==> src/rtl/pproj_pkg.sv <==
package pproj_pkg;

    localparam logic OP_WRITE = 1'b0;
    localparam logic OP_QUERY = 1'b1;

    localparam logic [1:0] CFG_VERTEX_COUNT = 2'd0;
    localparam logic [1:0] CFG_WATER_KIND   = 2'd1;
    localparam logic [1:0] CFG_HALF_WIDTH   = 2'd2;

    localparam logic [1:0] WK_RIVER = 2'd0;
    localparam logic [1:0] WK_POND  = 2'd1;
    localparam logic [1:0] WK_LAKE  = 2'd2;
    localparam logic [1:0] WK_SEA   = 2'd3;

    localparam int SQ_W   = 62;
    localparam int ROOT_W = 31;

    localparam int DIV_NUM_W  = 48;
    localparam int DIV_DEN_W  = 50;
    localparam int DIV_STEP_W = 6;
    localparam logic [DIV_STEP_W-1:0] DIV_STEPS_T    = 6'd16;
    localparam logic [DIV_STEP_W-1:0] DIV_STEPS_FULL = 6'd48;

    localparam logic [16:0] T_ONE       = 17'd65536;
    localparam logic [47:0] DIR_MAX     = 48'd16384;
    localparam logic [47:0] ALONG_MAX   = 48'd65536;
    localparam logic [47:0] SPEED_MIN   = 48'd819;
    localparam logic [47:0] SPEED_MAX   = 48'd26214;
    localparam logic [26:0] SPEED_SCALE = 27'd196608;
    localparam logic [23:0] DIST_MAX    = 24'hFFFFFF;

    typedef struct packed {
        logic            start;
        logic [SQ_W-1:0] radicand;
    } t_sqrt_req;

    typedef struct packed {
        logic                  start;
        logic [DIV_DEN_W-1:0]  rem_init;
        logic [DIV_NUM_W-1:0]  num;
        logic [DIV_DEN_W-1:0]  den;
        logic [DIV_STEP_W-1:0] steps;
    } t_div_req;

endpackage

==> src/rtl/pproj_sqrt.sv <==
module pproj_sqrt (
    input  logic                          i_clk,
    input  logic                          i_rst_n,
    input  pproj_pkg::t_sqrt_req          i_req,
    output logic                          o_busy,
    output logic [pproj_pkg::ROOT_W-1:0]  o_root,
    output logic [pproj_pkg::ROOT_W:0]    o_root_rnd
);

    logic [pproj_pkg::SQ_W-1:0] r_n;
    logic [pproj_pkg::SQ_W-1:0] r_r;
    logic [pproj_pkg::SQ_W-1:0] r_bit;
    logic                       r_busy;
    logic [pproj_pkg::SQ_W-1:0] trial;
    logic                       fits;

    assign trial = r_r + r_bit;
    assign fits  = r_n >= trial;

    // Bit-by-bit square root of the full radicand; a start restarts it even while busy.
    always_ff @(posedge i_clk) begin
        if (!i_rst_n) begin
            r_busy <= 1'b0;
        end else if (i_req.start) begin
            r_n    <= i_req.radicand;
            r_r    <= '0;
            r_bit  <= pproj_pkg::SQ_W'(1) << (pproj_pkg::SQ_W - 2);
            r_busy <= 1'b1;
        end else if (r_busy) begin
            if (fits) begin
                r_n <= r_n - trial;
                r_r <= (r_r >> 1) + r_bit;
            end else begin
                r_r <= r_r >> 1;
            end
            r_bit <= r_bit >> 2;
            if (r_bit[0]) begin
                r_busy <= 1'b0;
            end
        end
    end

    assign o_busy     = r_busy;
    assign o_root     = r_r[pproj_pkg::ROOT_W-1:0];
    assign o_root_rnd = {1'b0, o_root}
                        + (pproj_pkg::ROOT_W+1)'(r_n > pproj_pkg::SQ_W'(o_root));

endmodule

==> config.mk <==
export PLATFORM = sky130hd
export DESIGN_NAME = pproj_sqrt
export DESIGN_NICKNAME = d
export VERILOG_FILES = /design/src/rtl/pproj_pkg.sv /design/src/rtl/pproj_sqrt.sv
export SDC_FILE = /design/constraint.sdc
export NUM_CORES = 1
export LEC_CHECK = 0
export BUFFER_PORTS_ARGS = -buffer_cell sky130_fd_sc_hd__buf_2
export CAP_MARGIN = 5
export CORE_ASPECT_RATIO = 0.8
export CORE_UTILIZATION = 45
export CTS_BUF_LIST = sky130_fd_sc_hd__clkbuf_8
export CTS_CLUSTER_SIZE = 14
export DETAILED_ROUTE_END_ITERATION = 8
export PLACE_DENSITY = 0.6
export SLEW_MARGIN = 30
export SYNTH_ARGS = -nofsm -noshare
export SYNTH_HDL_FRONTEND = slang
export SYNTH_SLANG_ARGS = --single-unit
==> constraint.sdc <==
create_clock -name i_clk -period 27.1 [get_ports i_clk]
set_input_delay 2.71 -clock i_clk [delete_from_list [all_inputs] [get_ports i_clk]]
set_output_delay 2.71 -clock i_clk [all_outputs]
set_load 0.03 [all_outputs]
Word level (Yosys, flattened, before mapping)
Index checks and enable logic that the tools add are counted.
{ "classes": {"add_sub_neg": 4, "mul": 0, "div_mod_pow": 0, "magnitude_cmp": 2, "eq_ne": 0, "shift": 0, "mux": 9, "n_bitwise": 0, "reduce_logical": 4} }
{ "ops": {"columns": ["operator", "n"], "rows": [
  ["$mux W62", 5],
  ["$add A61 B61 Y62", 1],
  ["$add A62 B61 Y62", 1],
  ["$ge A62 B62 Y1", 1],
  ["$gt A62 B31 Y1", 1],
  ["$sub A62 B62 Y62", 1],
  ["$mux W61", 1],
  ["$add A31 B1 Y32", 1],
  ["$reduce_bool A2 Y1", 2],
  ["$mux W1", 3],
  ["$reduce_and A3 Y1", 1],
  ["$reduce_and A2 Y1", 1]
]} }
{ "word_totals": {"ff_bits": 156, "latchBits": 0, "mem_bits_rw": 0, "rom_bits": 0, "inputBits": 65, "output_inout_bits": 64, "elab_cells": 23, "mem_count": 0} }

Logic depth before layout (Yosys ltp)
{ "depth": {"word_depth": 5, "mapped_depth": 24, "mapped_depth_nobuf": 21} }

Worst setup path after synthesis
No wires, ideal clock.
{ "synth_path": {"kind": "input port to flip-flop", "from": "input i_req[62] in the netlist's numbering", "to": "register r_n[0] in the netlist's numbering (enable)", "setup_ns": 0.577, "arrival_ns": 10.088, "t_required_ns": 26.523, "path_slack_ns": 16.435, "cell_stages": 4, "path_buffers": 2, "cell_sequence": "clkbuf_1 -> clkbuf_1 -> o21a_1 -> a21boi_0"} }
{ "synth_between": {"elab_chain_cells": 2, "elab_cells_between_ends": 3, "classes_between": "reduce/logical (3)"} }
{ "synth_lines": {"columns": ["item", "line", "rtl"], "rows": [
  ["start, declared", "pproj_sqrt.sv:4", "input pproj_pkg::t_sqrt_req i_req,"],
  ["$reduce_bool A2 Y1 (no line)", null, null],
  ["$reduce_and A3 Y1 (no line) (*)", null, null],
  ["end signal, assigned", "pproj_sqrt.sv:25", "r_n <= i_req.radicand;"],
  ["end signal, assigned", "pproj_sqrt.sv:31", "r_n <= r_n - trial;"],
  ["end, declared", "pproj_sqrt.sv:10", "logic [pproj_pkg::SQ_W-1:0] r_n;"]
]} }
Every way passes the cells marked *; elsewhere a longest branch is shown, timed or not.
A chain may end at the register's enable or synchronous reset.

Worst setup path after layout
{ "layout_path": {"from": "register r_r[3] in the netlist's numbering", "to": "output o_root_rnd[26] in the netlist's numbering"} }
{ "layout_between": {"elab_chain_cells": 2} }
{ "layout_lines": {"columns": ["item", "line", "rtl"], "rows": [
  ["start, declared", "pproj_sqrt.sv:11", "logic [pproj_pkg::SQ_W-1:0] r_r;"],
  ["start signal, assigned", "pproj_sqrt.sv:32", "r_r <= (r_r >> 1) + r_bit;"],
  ["start signal, assigned", "pproj_sqrt.sv:34", "r_r <= r_r >> 1;"],
  ["$gt A62 B31 Y1", "pproj_sqrt.sv:46", "+ (pproj_pkg::ROOT_W+1)'(r_n > pproj_pkg::SQ_W'(o_root));"],
  ["$add A31 B1 Y32 (*)", "pproj_sqrt.sv:46", null],
  ["end, declared", "pproj_sqrt.sv:7", "output logic [pproj_pkg::ROOT_W:0] o_root_rnd"]
]} }
Marks and branches as above.

==> summary.txt <==
Outcome
  • Status: finished clean

Place
  • Final HPWL DP: 41300 um
  • Buffers on Ports: between 100 and 150
  • Cell Area, Placed: roughly 17000 um2
  • RePlAce Congestion: ~0.95

Power and ir drop
  • Overall power: 1.11 mW
  • Maximum vdd ir drop: approximately 36 uV
  • PD cells: 62.8 nW/um2
  • Leak: 6.90 nW

Die
  • # rows: 62
  • Die W: around 220 um
  • Die area: 37500 um2
  • Ports: between 100 and 150
  • Core outline area: 36100 um2
  • Starting Density: about 46%
  • Chip Height: 173 um

CTS
  • TritonCTS sink count: 156
  • Clk buf depth: 2
  • Post_cts resized: 0
  • Htree depth: 4
  • Root Driver: clkbuf_8
  • Hold Buf Count CTS: 0
  • Later-pin clock latency in the skew report: 0.53 ns
  • CTS tree: built
  • Clock Pin Slew Worst Setup and Hold Paths: ~0.1 ns
  • Postcts setup bufs: 0
  • CTS Buf Count: 17

Worst setup path
  • Crit-path max cell delay: 0.54 ns
  • Cell at the slowest stage of the critical path: edfxtp_1
  • Crit path DAT: approximately 5.4 ns
  • Top cell by count, worst path: ha_1
  • WS Path Type: reg -> out
  • Crit path max fanout: 7
  • Worst path required time: about 24 ns
  • R2r setup slk: 19.84 ns
  • Critical-path cell list: inv_1, ha_1, a21o_1, a21o_1, a221oi_1, o21ai_0, a221o_1, a221o_1, a31oi_1, a41oi_1, or3_1, ha_1, ha_1, nand3_1, nor2_1, and2_1, nor2b_1, and3_1, nand2_1, xnor2_1, buf_2
  • CP startpoint kind: flip-flop
  • CP endpoint kind: output port

Synthesis
  • Net Count, Synth: 2200
  • Register area share after synthesis: 28.3%
  • Mapped cell area: 16500 um2
  • Prevailing post-synth register cell: edfxtp_1
  • Mapped Cells: 1975
  • Yosys Warn Count: 0
  • Avg Cell Area, Syn: approximately 8.4 um2
  • Number of synthesized flops with an enable pin: 155
  • Count of cell types in the netlist: 83
  • Yosys reg bits: between 150 and 200
  • Async S/R FF share, synth: 0%

Global route
  • GR Overflow Total: 0
  • Vias in the first global route: 13700
  • Initial antenna violation count: 0
  • GR Util All Layers: 27.8%
  • Largest net degree at the start of global routing: 70
  • First-pass GRT wire length: 80500 um

Drt
  • DRT iter0 DRCs: 1630
  • Via density per instance: just over 6
  • Antenna Nets Post-Route: 0
  • Routed len/inst: 20.9 um
  • DRT Pass-1 Iters: 6
  • Drc violations: 0
  • Vias: 15500
  • Routed wire length: 52300 um

Timing
  • Period Utilization, post-route: 30.0%
  • TNS Setup: 0 ns
  • Worst Skew: roughly 0.017 ns
  • Max Freq: 123 MHz
  • Actual slew at the worst max-slew pin: 0.896 ns
  • Final-report max-slew violation count: 0
  • Final hold violations: 0
  • Final setup viols: 0
  • Minimum clock period: 8.14 ns
  • Final Hold Slack: 0.541 ns
  • Max-Slew Margin vs Limit: 39.8%
  • Unrepaired setup endpoints after global routing: no

Finish
  • Fraction of layout cells with a size suffix above 1: 11.1%
  • Diodes inserted: 0
  • NumNets Final: between 2000 and 2500
  • Layout area overhead: 6.49%
  • Post-route cell area: about 18000 um2

Job
  • Max-cap violations: 0

Min path
  • Type of the most critical hold path: reg -> reg
==> Yosys cell counts (all sizes together) (64+ instances only) <==
| master | count | share of area (%) |
|---|---|---|
| a31oi | 64 | 2.4 |
| nor2 | 142 | 3.3 |
| a21oi | 131 | 4.0 |
| o21ai | 162 | 4.9 |
| inv | 68 | 1.5 |
| nand2 | 218 | 5.0 |
| xnor2 | 113 | 6.0 |
| clkbuf | 68 | 1.5 |
| xor2 | 68 | 3.6 |
| edfxtp | 155 | 28 |
| ha | 159 | 12 |
==> worst max-delay path: cells and delay by family, from the launching register on <==
kind	cells	cell delay [ns]
AO/OA/AOI/OAI	8	1.65
XOR/XNOR	1	0.12
adder cells (fa/ha/maj)	3	0.80
buffers and inverters	2	0.39
flip-flops	1	0.54
AND/OR/NAND/NOR	7	1.40
==> layout by cell type (no fill, tap or decap), drive strengths merged, types with 7 or more instances in the layout <==
cell type,count
a211o,7
xor2,68
o21ai,162
o211ai,13
a21o,59
xnor2,113
nand2,218
nor3,30
or3,16
clkbuf,17
a211oi,38
and4,16
a31oi,64
o22ai,12
nor2b,48
nor2,142
nor4,15
a221oi,9
buf,138
o21bai,17
inv,78
and2,16
nand2b,12
nand4,54
o31ai,13
o21a,13
a31o,11
a21oi,131
edfxtp,155
ha,159
a41oi,8
nand3,49
and3,22
a21boi,8
==> per-layer routing <==
metal	share of wire (%)	wire [um]	up-vias	global-route usage, %
li1	-	-	7421	-
met1	52	27100	7260	46.2
met2	37	19500	725	35.4
met3	9.8	5130	48	6.21
met4	1.2	608	0	5.11
met5	0	0	-	0
==> worst paths after layout <==
| kind | end | startpoint | depth (start not counted) |
|---|---|---|---|
| worst max-delay path | o_root_rnd[26] | r_r[3]$_SDFFCE_PP0P_ | 21 |
| worst min register to register | o_busy$_SDFF_PN0_ | r_bit[0]$_SDFFCE_PP0P_ | 1 |
| worst max register to register | r_n[40]$_DFFE_PP_ | r_r[2]$_SDFFCE_PP0P_ | 19 |
| worst min-delay path | o_busy$_SDFF_PN0_ | r_bit[0]$_SDFFCE_PP0P_ | 1 |
==> report_power, final <==
part	total, mW	internal [mW]	switching, mW	leakage [nW]
logic	0.574	0.214	0.360	5.20
registers	0.348	0.307	0.0410	1.50
clock network	0.184	0.0761	0.108	0.202
==> logic make-up (layout without fill, tap and decap cells) <==
logic type,Yosys count,in the layout,share of synthesized area [%]
XOR/XNOR,181,181,9.59
AND/OR/NAND/NOR,659,659,19.4
flip-flops,156,156,28.3
adder cells (fa/ha/maj),160,160,12.2
AO/OA/AOI/OAI,616,616,24.6
buffers and inverters,197,240,5.57
multiplexers,6,6,0.409
==> stage by stage <==
stage	util [%]	worst slack, ns	instances
6_report	48.8	18.96	2498
3_3_place_gp	47.7	19.66	2466
2_1_floorplan	-	16.43	1975
5_1_grt	48.8	18.71	2498
3_5_place_dp	47.7	19.59	2466
4_1_cts	48.8	18.99	2498
==> area by class of cell <==
type / instances / area (um2)
Fill cell: 3546 / 18500
Multi-Input combinational cell: 1622 / 11000
Sequential cell: 156 / 4670
Timing Repair Buffer: 138 / 722
Tap cell: 480 / 601
Inverter: 70 / 263
Clock buffer: 17 / 234
Clock inverter: 15 / 153
==> sequential cells by signal, summed over array words and instances (netlist names) <==
| name | flops |
|---|---|
| o_busy | 1 |
| r_r | 62 |
| r_n | 62 |
| r_bit | 31 |
No activity file was read; power rests on OpenSTA's default activity.
