## config.mk

```make
export PLATFORM = sky130hd
export DESIGN_NAME = pproj_div
export DESIGN_NICKNAME = d
export VERILOG_FILES = /design/src/rtl/pproj_pkg.sv /design/src/rtl/pproj_div.sv
export SDC_FILE = /design/constraint.sdc
export NUM_CORES = 1
export LEC_CHECK = 0
export ABC_AREA = 1
export BUFFER_PORTS_ARGS = -buffer_cell sky130_fd_sc_hd__buf_2
export CAP_MARGIN = 20
export CORE_ASPECT_RATIO = 1.5
export CORE_MARGIN = 2
export CORE_UTILIZATION = 60
export DETAILED_ROUTE_END_ITERATION = 16
export HOLD_SLACK_MARGIN = 0.15
export MAX_ROUTING_LAYER = met4
export PLACE_DENSITY_LB_ADDON = 0.1
export SYNTH_ARGS = -nofsm -noshare
export SYNTH_HDL_FRONTEND = slang
export SYNTH_SLANG_ARGS = --single-unit
```

## constraint.sdc

```tcl
create_clock -name i_clk -period 12.2 [get_ports i_clk]
set_input_delay 2.44 -clock i_clk [delete_from_list [all_inputs] [get_ports i_clk]]
set_output_delay 2.44 -clock i_clk [all_outputs]
set_load 0.005 [all_outputs]
```

## src/rtl/pproj_pkg.sv

```systemverilog
package pproj_pkg;

    localparam logic OP_WRITE = 1'b0;
    localparam logic OP_QUERY = 1'b1;

    localparam logic [1:0] CFG_VERTEX_COUNT = 2'd0;
    localparam logic [1:0] CFG_WATER_KIND   = 2'd1;
    localparam logic [1:0] CFG_HALF_WIDTH   = 2'd2;

    localparam logic [1:0] WK_RIVER = 2'd0;
    localparam logic [1:0] WK_POND  = 2'd1;
    localparam logic [1:0] WK_LAKE  = 2'd2;
    localparam logic [1:0] WK_SEA   = 2'd3;

    localparam int SQ_W   = 62;
    localparam int ROOT_W = 31;

    localparam int DIV_NUM_W  = 48;
    localparam int DIV_DEN_W  = 50;
    localparam int DIV_STEP_W = 6;
    localparam logic [DIV_STEP_W-1:0] DIV_STEPS_T    = 6'd16;
    localparam logic [DIV_STEP_W-1:0] DIV_STEPS_FULL = 6'd48;

    localparam logic [16:0] T_ONE       = 17'd65536;
    localparam logic [47:0] DIR_MAX     = 48'd16384;
    localparam logic [47:0] ALONG_MAX   = 48'd65536;
    localparam logic [47:0] SPEED_MIN   = 48'd819;
    localparam logic [47:0] SPEED_MAX   = 48'd26214;
    localparam logic [26:0] SPEED_SCALE = 27'd196608;
    localparam logic [23:0] DIST_MAX    = 24'hFFFFFF;

    typedef struct packed {
        logic            start;
        logic [SQ_W-1:0] radicand;
    } t_sqrt_req;

    typedef struct packed {
        logic                  start;
        logic [DIV_DEN_W-1:0]  rem_init;
        logic [DIV_NUM_W-1:0]  num;
        logic [DIV_DEN_W-1:0]  den;
        logic [DIV_STEP_W-1:0] steps;
    } t_div_req;

endpackage

```

## src/rtl/pproj_div.sv

```systemverilog
module pproj_div (
    input  logic                             i_clk,
    input  logic                             i_rst_n,
    input  pproj_pkg::t_div_req              i_req,
    output logic                             o_busy,
    output logic [pproj_pkg::DIV_NUM_W-1:0]  o_quot
);

    localparam int NW = pproj_pkg::DIV_NUM_W;
    localparam int DW = pproj_pkg::DIV_DEN_W;

    logic [DW-1:0]                    r_rem;
    logic [NW-1:0]                    r_num;
    logic [NW-1:0]                    r_q;
    logic [DW-1:0]                    r_den;
    logic [pproj_pkg::DIV_STEP_W-1:0] r_cnt;
    logic                             r_busy;
    logic [DW:0]                      rem_sh;
    logic                             ge;

    assign rem_sh = {r_rem, r_num[NW-1]};
    assign ge     = rem_sh >= {1'b0, r_den};

    // Restoring division, one quotient bit per cycle. A nonzero starting
    // remainder continues a fraction below one for as many steps as asked.
    always_ff @(posedge i_clk) begin
        if (!i_rst_n) begin
            r_busy <= 1'b0;
        end else if (i_req.start) begin
            r_rem  <= i_req.rem_init;
            r_num  <= i_req.num;
            r_den  <= i_req.den;
            r_q    <= '0;
            r_cnt  <= i_req.steps;
            r_busy <= 1'b1;
        end else if (r_busy) begin
            r_rem <= ge ? DW'(rem_sh - {1'b0, r_den}) : DW'(rem_sh);
            r_num <= r_num << 1;
            r_q   <= {r_q[NW-2:0], ge};
            r_cnt <= r_cnt - 1'b1;
            if (r_cnt == pproj_pkg::DIV_STEP_W'(1)) begin
                r_busy <= 1'b0;
            end
        end
    end

    assign o_busy = r_busy;
    assign o_quot = r_q;

endmodule

```

# [Yosys cells after proc, flatten, opt, wreduce, memory -nomap -nowiden]
# Index checks and enable logic that the tools add are counted.
# Widths: inputs -> output; s select.
[classes] addsub=2 multipliers=0 n_div=0 magnitude_cmp=1 n_eq_ne=1 n_shift=0 mux=11 n_bitwise=0 reduce_logical=3
[op_table] op="$mux 50" n=3
[op_table] op="$mux 48" n=3
[op_table] op="$ge 51x50->1" n=1
[op_table] op="$sub 50x50->50" n=1
[op_table] op="$mux 6" n=2
[op_table] op="$eq 6x1->1 const B" n=1
[op_table] op="$sub 6x1->6 const B" n=1
[op_table] op="$reduce_and 2->1" n=2
[op_table] op="$mux 1" n=3
[op_table] op="$reduce_bool 2->1" n=1
[totals] reg_bits=203 latch_bits=0 mem_bits_rw=0 rom_bits=0 input_bits=157 out_inout_bits=49 wordCells=24 n_memories=0

# [Depth between registers and ports, before layout]
# Gate-level depths: netlist of run 1.
[logic_depth] word_depth=4 mapped_depth=17 depth_no_buf=17

# [Worst setup path before layout of run 1]
# No wires, ideal clock.
[synth_path] path_type="input -> register" startpoint="input port i_req[154] (netlist name)" endpoint="register r_q[0] (netlist: o_quot[0]) (enable)" setup_ps=517 arrival_ps=6021 required_ps=11683 setup_slack_ps=5662 cell_stages=3 n_path_buf=1 cell_sequence="clkbuf_1 nand2_1 nand2_1"
[synth_between] elab_chain_len=2
[synth_lines] element="from (decl)" line="pproj_div.sv:4" rtl="input pproj_pkg::t_div_req i_req,"
[synth_lines] element="$reduce_bool 2->1 (no line)"
[synth_lines] element="$reduce_and 2->1 (no line)"
[synth_lines] element="to (signal assigned)" line="pproj_div.sv:39" rtl="r_q <= {r_q[NW-2:0], ge};"
[synth_lines] element="to (decl)" line="pproj_div.sv:14" rtl="logic [NW-1:0] r_q;"
# No other way between the ends.
# A chain may end at the register's enable or synchronous reset.

# [Worst setup path after layout of run 1]
[layout_path] startpoint="input port i_req[154] (netlist name)" endpoint="register r_rem[12] (enable)"
[layout_between] elab_chain_len=2
[layout_lines] element="$reduce_bool 2->1 (no line)"
[layout_lines] element="$reduce_and 2->1 (no line)"
[layout_lines] element="to (signal assigned)" line="pproj_div.sv:30" rtl="r_rem <= i_req.rem_init;"
[layout_lines] element="to (signal assigned)" line="pproj_div.sv:37" rtl="r_rem <= ge ? DW'(rem_sh - {1'b0, r_den}) : DW'(rem_sh);"
[layout_lines] element="to (decl)" line="pproj_div.sv:12" rtl="logic [DW-1:0] r_rem;"
# No other way between the ends.

==> results.toml, run 1 <==
[logic_synthesis]
yosys_warnings = 0
ys.flop_type = "edfxtp_1"
synth_simple_gate_area_frac = 0.341
synth_cell_types = 32
syn_area_mm2 = 0.0130
yosysSeqAreaShare = 0.467
synthMuxAreaShare = 0
synth_edf_count = 202
netlist_instances = 1762
avgSynthCellArea_um2 = 7.40
synth_area_leader_cell = "edfxtp_1"
async_reset_ff_frac = 0
synth_top_family_by_area = "simple AND/OR/NAND/NOR gates"
synthXorXnorAreaFrac = 0.0168
synth_top_cell_area_share = 0.465
synth-compound-area-share = 0.0177
synthAdderAreaFrac = 0.0514
ys_seq_elements = 203
synth_area_leaders = "edfxtp_1 47%, nand2_1 22%, inv_1 9.2%"
syn_nets = 1972

[clock_network]
cts_resized = 0
cts_setup_buffers = 0
clockRootBuffer = "clkbuf_16"
clk_path_buf_depth = 3
cts_sinks = 203
clock_latency_ns = 0.51
cts.clk_slew.worst_paths_ns = 0.07
cts_made_buffers = 20
cts_max_level = 1
cts_tree = "yes"
holdBufCountCts = 0

[worst_setup_path]
cp_top_family = "buffers and inverters"
worstReg2RegStart = "r_rem[42]"
cp_num_cells = 4
start_kind = "primary input"
end_kind = "flop"
slowest_delay_ns = 0.70
r2r_cells = 13
rrSetupSlack_ns = 8.52
cpMaxStageDelayCell = "buf_4"
crit_end = "r_rem[12]"
crit_type = "primary input to flop"
worstPathMaxFanout = 76
cpMostUsedCell = "buf_4"
crit_required_ns = 12.33
crit_path_start = "i_req[154]"
path_cells = "buf_4, nand2_1, nand2_4, buf_4"
r2r-end = "r_rem[43]"
cp_num_buf_inv = 2
cp.arrival_ns = 4.63

[sta]
worst_pin_slew_ns = 0.917
finalCritPeriodShare = 0.369
setup_viol = 0
drv_slew = 0
finalHoldViolCount = 0
min_period_ns = 4.50
finalClockSkew_ns = 0.0145
max_freq_mhz = 222
rsz0062_at_grt = "no"
relSlewSlack = 0.389
tns_ns = 0

[place]
hpwl_mm = 27.6
port_buffers = 205
placedInstanceArea_mm2 = 0.0143
place.gp.congestion = 1.01

[power_and_ir_drop]
power_density_mw_per_mm2 = 147
p_leak_nw = 7.89
vdd_drop_max_uv = 150

[detailed_routing]
via_per_inst = 5.17
vias = 11603
drtIter0Drc = 774
drc_errors = 0
wl_met3_mm = 1.60
wl_met1_mm = 13.5
antenna_left = 0
drt-total-wl_mm = 36.4
dr.pass1.iters = 5
highest_layer = "met4"
wl_met2_mm = 19.8
routedWlPerCell_um = 16.2

[global_route]
grt_pass1_vias = 11443
grt_pass1_wl_mm = 56.8
track_usage = 0.322
grt.overflow.total = 0
grt_antenna_before_repair = 0
grt_max_degree = 83

[final_layout]
drive_above_1_share = 0.132
layout.nets = 2167
syn_to_final_growth_pct = 15.0
stdcell_area_mm2 = 0.0150

[floorplan]
die_h_um = 185
initial_core_util = 0.605
coreArea_mm2 = 0.0216
rows = 66
die_x_um = 124
die_area_mm2 = 0.0229
pin_count = 206

[worst_hold_path]
worstHoldPathType = "flop to flop"

[outcome]
status = "completed"

[run]
maxCapViolations = 0
==> state kept, by name (all words and copies together) (netlist names) <==
signal / cells
o_busy: 1
o_quot: 48
r_cnt: 6
r_rem: 50
r_num: 48
r_den: 50
==> worst min-delay path by stage <==
stage | cells past startpoint | start | to | slack [ns]
finish | 2 | r_num[22] | r_num[23] | 0.52
global route | 2 | r_num[30] | r_num[31] | 0.53
CTS | 2 | r_num[0] | r_num[1] | 0.52
detailed placement | 2 | r_num[0] | r_num[1] | 0.50
global placement | 2 | r_num[39] | r_num[40] | 0.49
floorplan | 2 | r_num[9] | r_num[10] | 0.49
==> layout by cell type, fill, tap and decap left out, types with 2 or more instances in the layout <==
| cell | n |
|---|---|
| inv_1 | 317 |
| clkbuf_1 | 2 |
| nand4_1 | 11 |
| a21oi_1 | 30 |
| edfxtp_1 | 202 |
| clkbuf_16 | 21 |
| or2_2 | 3 |
| nand2_4 | 3 |
| nor2_1 | 145 |
| clkinv_2 | 2 |
| clkinv_1 | 4 |
| o21ai_0 | 7 |
| o21bai_1 | 5 |
| nand3b_1 | 44 |
| nor3_1 | 8 |
| and2_1 | 3 |
| nand2_1 | 760 |
| ha_1 | 52 |
| inv_2 | 4 |
| buf_4 | 7 |
| xnor2_1 | 23 |
| nor2_2 | 5 |
| xor2_1 | 2 |
| buf_2 | 204 |
| bufinv_16 | 4 |
| nand3_1 | 91 |
==> through the flow <==
step / instances / utilization / power (W) / hold WS [ns] / setup WS, ns
2_1_floorplan: 1762 / - / 0.00134 / 0.487 / 5.66
3_3_place_gp: 2206 / 0.662 / 0.00152 / 0.492 / 7.27
3_5_place_dp: 2206 / 0.662 / 0.00153 / 0.501 / 7.21
4_1_cts: 2241 / 0.695 / 0.00220 / 0.517 / 7.77
5_1_grt: 2242 / 0.696 / 0.00231 / 0.531 / 7.57
6_report: 2243 / 0.696 / 0.00220 / 0.518 / 7.70
==> worst reg2reg max path: stages, from the launching register on <==
cell and delay [ns]:
edfxtp_1 0.42, ha_1 0.49, nand2_1 0.15, nor2_1 0.30, nand2_1 0.15, nor2_1 0.20, nand3_1 0.12, nand3_1 0.13
nor2_4 0.05, buf_4 0.27, nand2_4 0.59, nand3_1 0.38, nand2_1 0.15, nand2_1 0.05
==> Yosys cell counts (2+ instances only) <==
cell type	count
nand2_1	761
inv_1	318
edfxtp_1	202
nor2_1	145
nand3_1	91
ha_1	52
nand3b_1	44
a21oi_1	30
xnor2_1	23
clkbuf_1	22
nand4_1	11
nor3_1	8
o21ai_0	7
buf_2	6
buf_1	5
buf_4	5
nor2_2	5
o21bai_1	5
and2_1	3
inv_2	3
or2_2	3
nand2_4	2
xor2_1	2
==> where the power goes <==
| part | switching (W) | total [W] | internal, W |
|---|---|---|---|
| Sequential | 0.0000309 | 0.000887 | 0.000857 |
| Combinational | 0.000425 | 0.000643 | 0.000218 |
| Clock | 0.000269 | 0.000667 | 0.000398 |
==> per-layer routing <==
metal	vias to the layer above	global-route usage
li1	5837	-
met1	5303	0.340
met2	373	0.610
met3	90	0.0345
met4	0	0.134
met5	-	-
==> final cells by class <==
cell class	count	area, um^2
Clock inverter	12	161
Multi-Input combinational cell	1199	5570
Timing Repair Buffer	212	1090
Inverter	321	1200
Tap cell	272	340
Antenna cell	1	2.50
Sequential cell	203	6090
Clock buffer	23	533
Fill cell	1784	6560
==> logic make-up after synthesis <==
logic type / after synthesis
DFF: 203
xor gates and xnor gates: 25
buffers and inverters: 360
AOI/OAI and AO/OA: 43
and+or+nand+nor: 1078
adders and majority gates: 53
No activity file was read; power rests on OpenSTA's default activity.
==> run 2, diff against run 1 <==
--- a/config.mk
+++ b/config.mk
@@ -10,7 +10,7 @@
 export CAP_MARGIN = 20
 export CORE_ASPECT_RATIO = 1.5
 export CORE_MARGIN = 2
-export CORE_UTILIZATION = 60
+export CORE_UTILIZATION = 58
 export DETAILED_ROUTE_END_ITERATION = 16
 export HOLD_SLACK_MARGIN = 0.15
 export MAX_ROUTING_LAYER = met4
==> constraint.sdc (replaced) <==
create_clock -name i_clk -period 4.7 [get_ports i_clk]
set_input_delay 0.94 -clock i_clk [delete_from_list [all_inputs] [get_ports i_clk]]
set_output_delay 0.94 -clock i_clk [all_outputs]
set_load 0.005 [all_outputs]
==> run 2 against run 1 <==
Effect of this change: register-to-register slack got worse by 7.0 ns; sequential share of layout area increased by 0.12 points; critical path depth increased by 9; critical path type is now flop to flop; largest power group unchanged; highest routed layer unchanged.
==> results.toml, run 2 (synthesis gave the netlist of run 1 again) <==
[outcome]
status = "completed"

[power_and_ir_drop]
p_leak_nw = 7.86
power_w = 0.00554
vdd_drop_max_uv = 320
power_density_mw_per_mm2 = 371

[worst_setup_path]
worstReg2RegStart = "r_rem[33]"
cpMaxStageDelayCell = "buf_4"
path_cells = "ha_1, nand2_1, nor2_1, inv_1, nor2_1, nand2_1, a21oi_1, nor2_4, nand2_4, buf_4, nand2_1, nand3_1, nand2_1"
start_kind = "flop"
crit_required_ns = 4.96
slowest_delay_ns = 0.41
end_kind = "flop"
worstPathMaxFanout = 26
cp.arrival_ns = 3.45
crit_path_start = "r_rem[33]"
crit_type = "flop to flop"
cpMostUsedCell = "nand2_1"

[detailed_routing]
routedWlPerCell_um = 16.6
antenna_left = 0
vias = 11543
via_per_inst = 5.14
dr.pass1.iters = 5
drtIter0Drc = 721
drt-total-wl_mm = 37.3
drc_errors = 0

[run]
maxCapViolations = 0

[clock_network]
holdBufCountCts = 0
cts_max_level = 1
cts_setup_buffers = 0
cts_made_buffers = 20
clk_path_buf_depth = 3
clock_latency_ns = 0.51
cts_tree = "yes"
clockRootBuffer = "clkbuf_16"
cts_sinks = 203
cts_resized = 0
cts.clk_slew.worst_paths_ns = 0.06

[floorplan]
rows = 67
pin_count = 206
coreArea_mm2 = 0.0222
die_area_mm2 = 0.0237
die_h_um = 188
die_x_um = 126
initial_core_util = 0.587

[sta]
drv_slew = 0
rsz0062_at_grt = "no"
finalCritPeriodShare = 0.680
setup_viol = 0
worst_pin_slew_ns = 1.08
max_freq_mhz = 313
min_period_ns = 3.20
finalHoldViolCount = 0
tns_ns = 0
relSlewSlack = 0.281
finalClockSkew_ns = 0.0211

[final_layout]
layout_common_cells = "760 x nand2_1, 317 x inv_1, 204 x buf_2"
syn_to_final_growth_pct = 14.7
stdcell_area_mm2 = 0.0150
antenna_cells = 0
final_common_cell = "nand2_1"
reg_top3 = "r_den: 50 flops, r_rem: 50 flops"
drive_above_1_share = 0.133
layout.nets = 2169

[worst_hold_path]
hold_start = "r_num[27]"
worstHoldPathType = "flop to flop"

[place]
place.gp.congestion = 1.01
placedInstanceArea_mm2 = 0.0143
hpwl_mm = 28.7
port_buffers = 205

[global_route]
grt_pass1_wl_mm = 58.3
grt_max_degree = 82
track_usage = 0.323
grt_antenna_before_repair = 0
grt.overflow.total = 0
grt_pass1_vias = 11823
## run 2: changes by cell type in the layout (fill, tap and decap cells not counted), sizes merged
cell / previous run / this run
inv: 322 / 321
diode: 1 / 0
clkinv: 6 / 5
bufinv: 4 / 1
buf: 212 / 214
clkinvlp: 1 / 2
clkbuf: 23 / 25
## run 2: layout make-up
type | count | area (um^2)
clock buffers | 25 | 551
multi-input cells | 1199 | 5580
well taps | 276 | 345
clock inverters | 8 | 72.6
repair buffers | 214 | 1110
flip-flops and latches | 203 | 6090
fillers | 1943 | 7260
inverters | 321 | 1200
## run 2: where the power goes
part	internal (W)	switching, W	total [W]
combinational	0.000571	0.00111	0.00168
sequential	0.00222	0.0000749	0.00230
clock	0.000885	0.000678	0.00156
## run 2: critical path, delay by kind of cell, from the launching register on
family	cells	cell delay [ns]
buffers and inverters	2	0.57
flip-flops	1	0.39
adder cells (fa/ha/maj)	1	0.40
AO/OA/AOI/OAI	1	0.31
AND/OR/NAND/NOR	9	1.23
## run 2: stage by stage
step                      hold WS, ns   util  instances  worst slack, ns
final                           0.507  0.673       2246             1.50
after global routing            0.528  0.673       2246             1.30
after CTS                       0.510  0.673       2246             1.52
after detailed placement        0.501  0.645       2213             1.39
after global placement          0.491  0.645       2213             1.47
after floorplan                 0.487      -       1762             1.11
## run 2: worst paths after layout
check,to,slack (ns),cells past startpoint
max,r_rem[15],1.50,13
min,r_num[28],0.51,2
max reg2reg,r_rem[15],1.50,13
min reg2reg,r_num[28],0.51,2
## run 2: per-layer routing
| layer | wire length, um | up-vias | track usage | share of wire |
|---|---|---|---|---|
| met2 | 19700 | 391 | 0.589 | 0.53 |
| met1 | 13700 | 5214 | 0.338 | 0.37 |
| li1 | - | 5826 | - | - |
| met3 | 1660 | 112 | 0.0291 | 0.044 |
| met5 | 0 | - | - | 0 |
| met4 | 2230 | 0 | 0.180 | 0.060 |
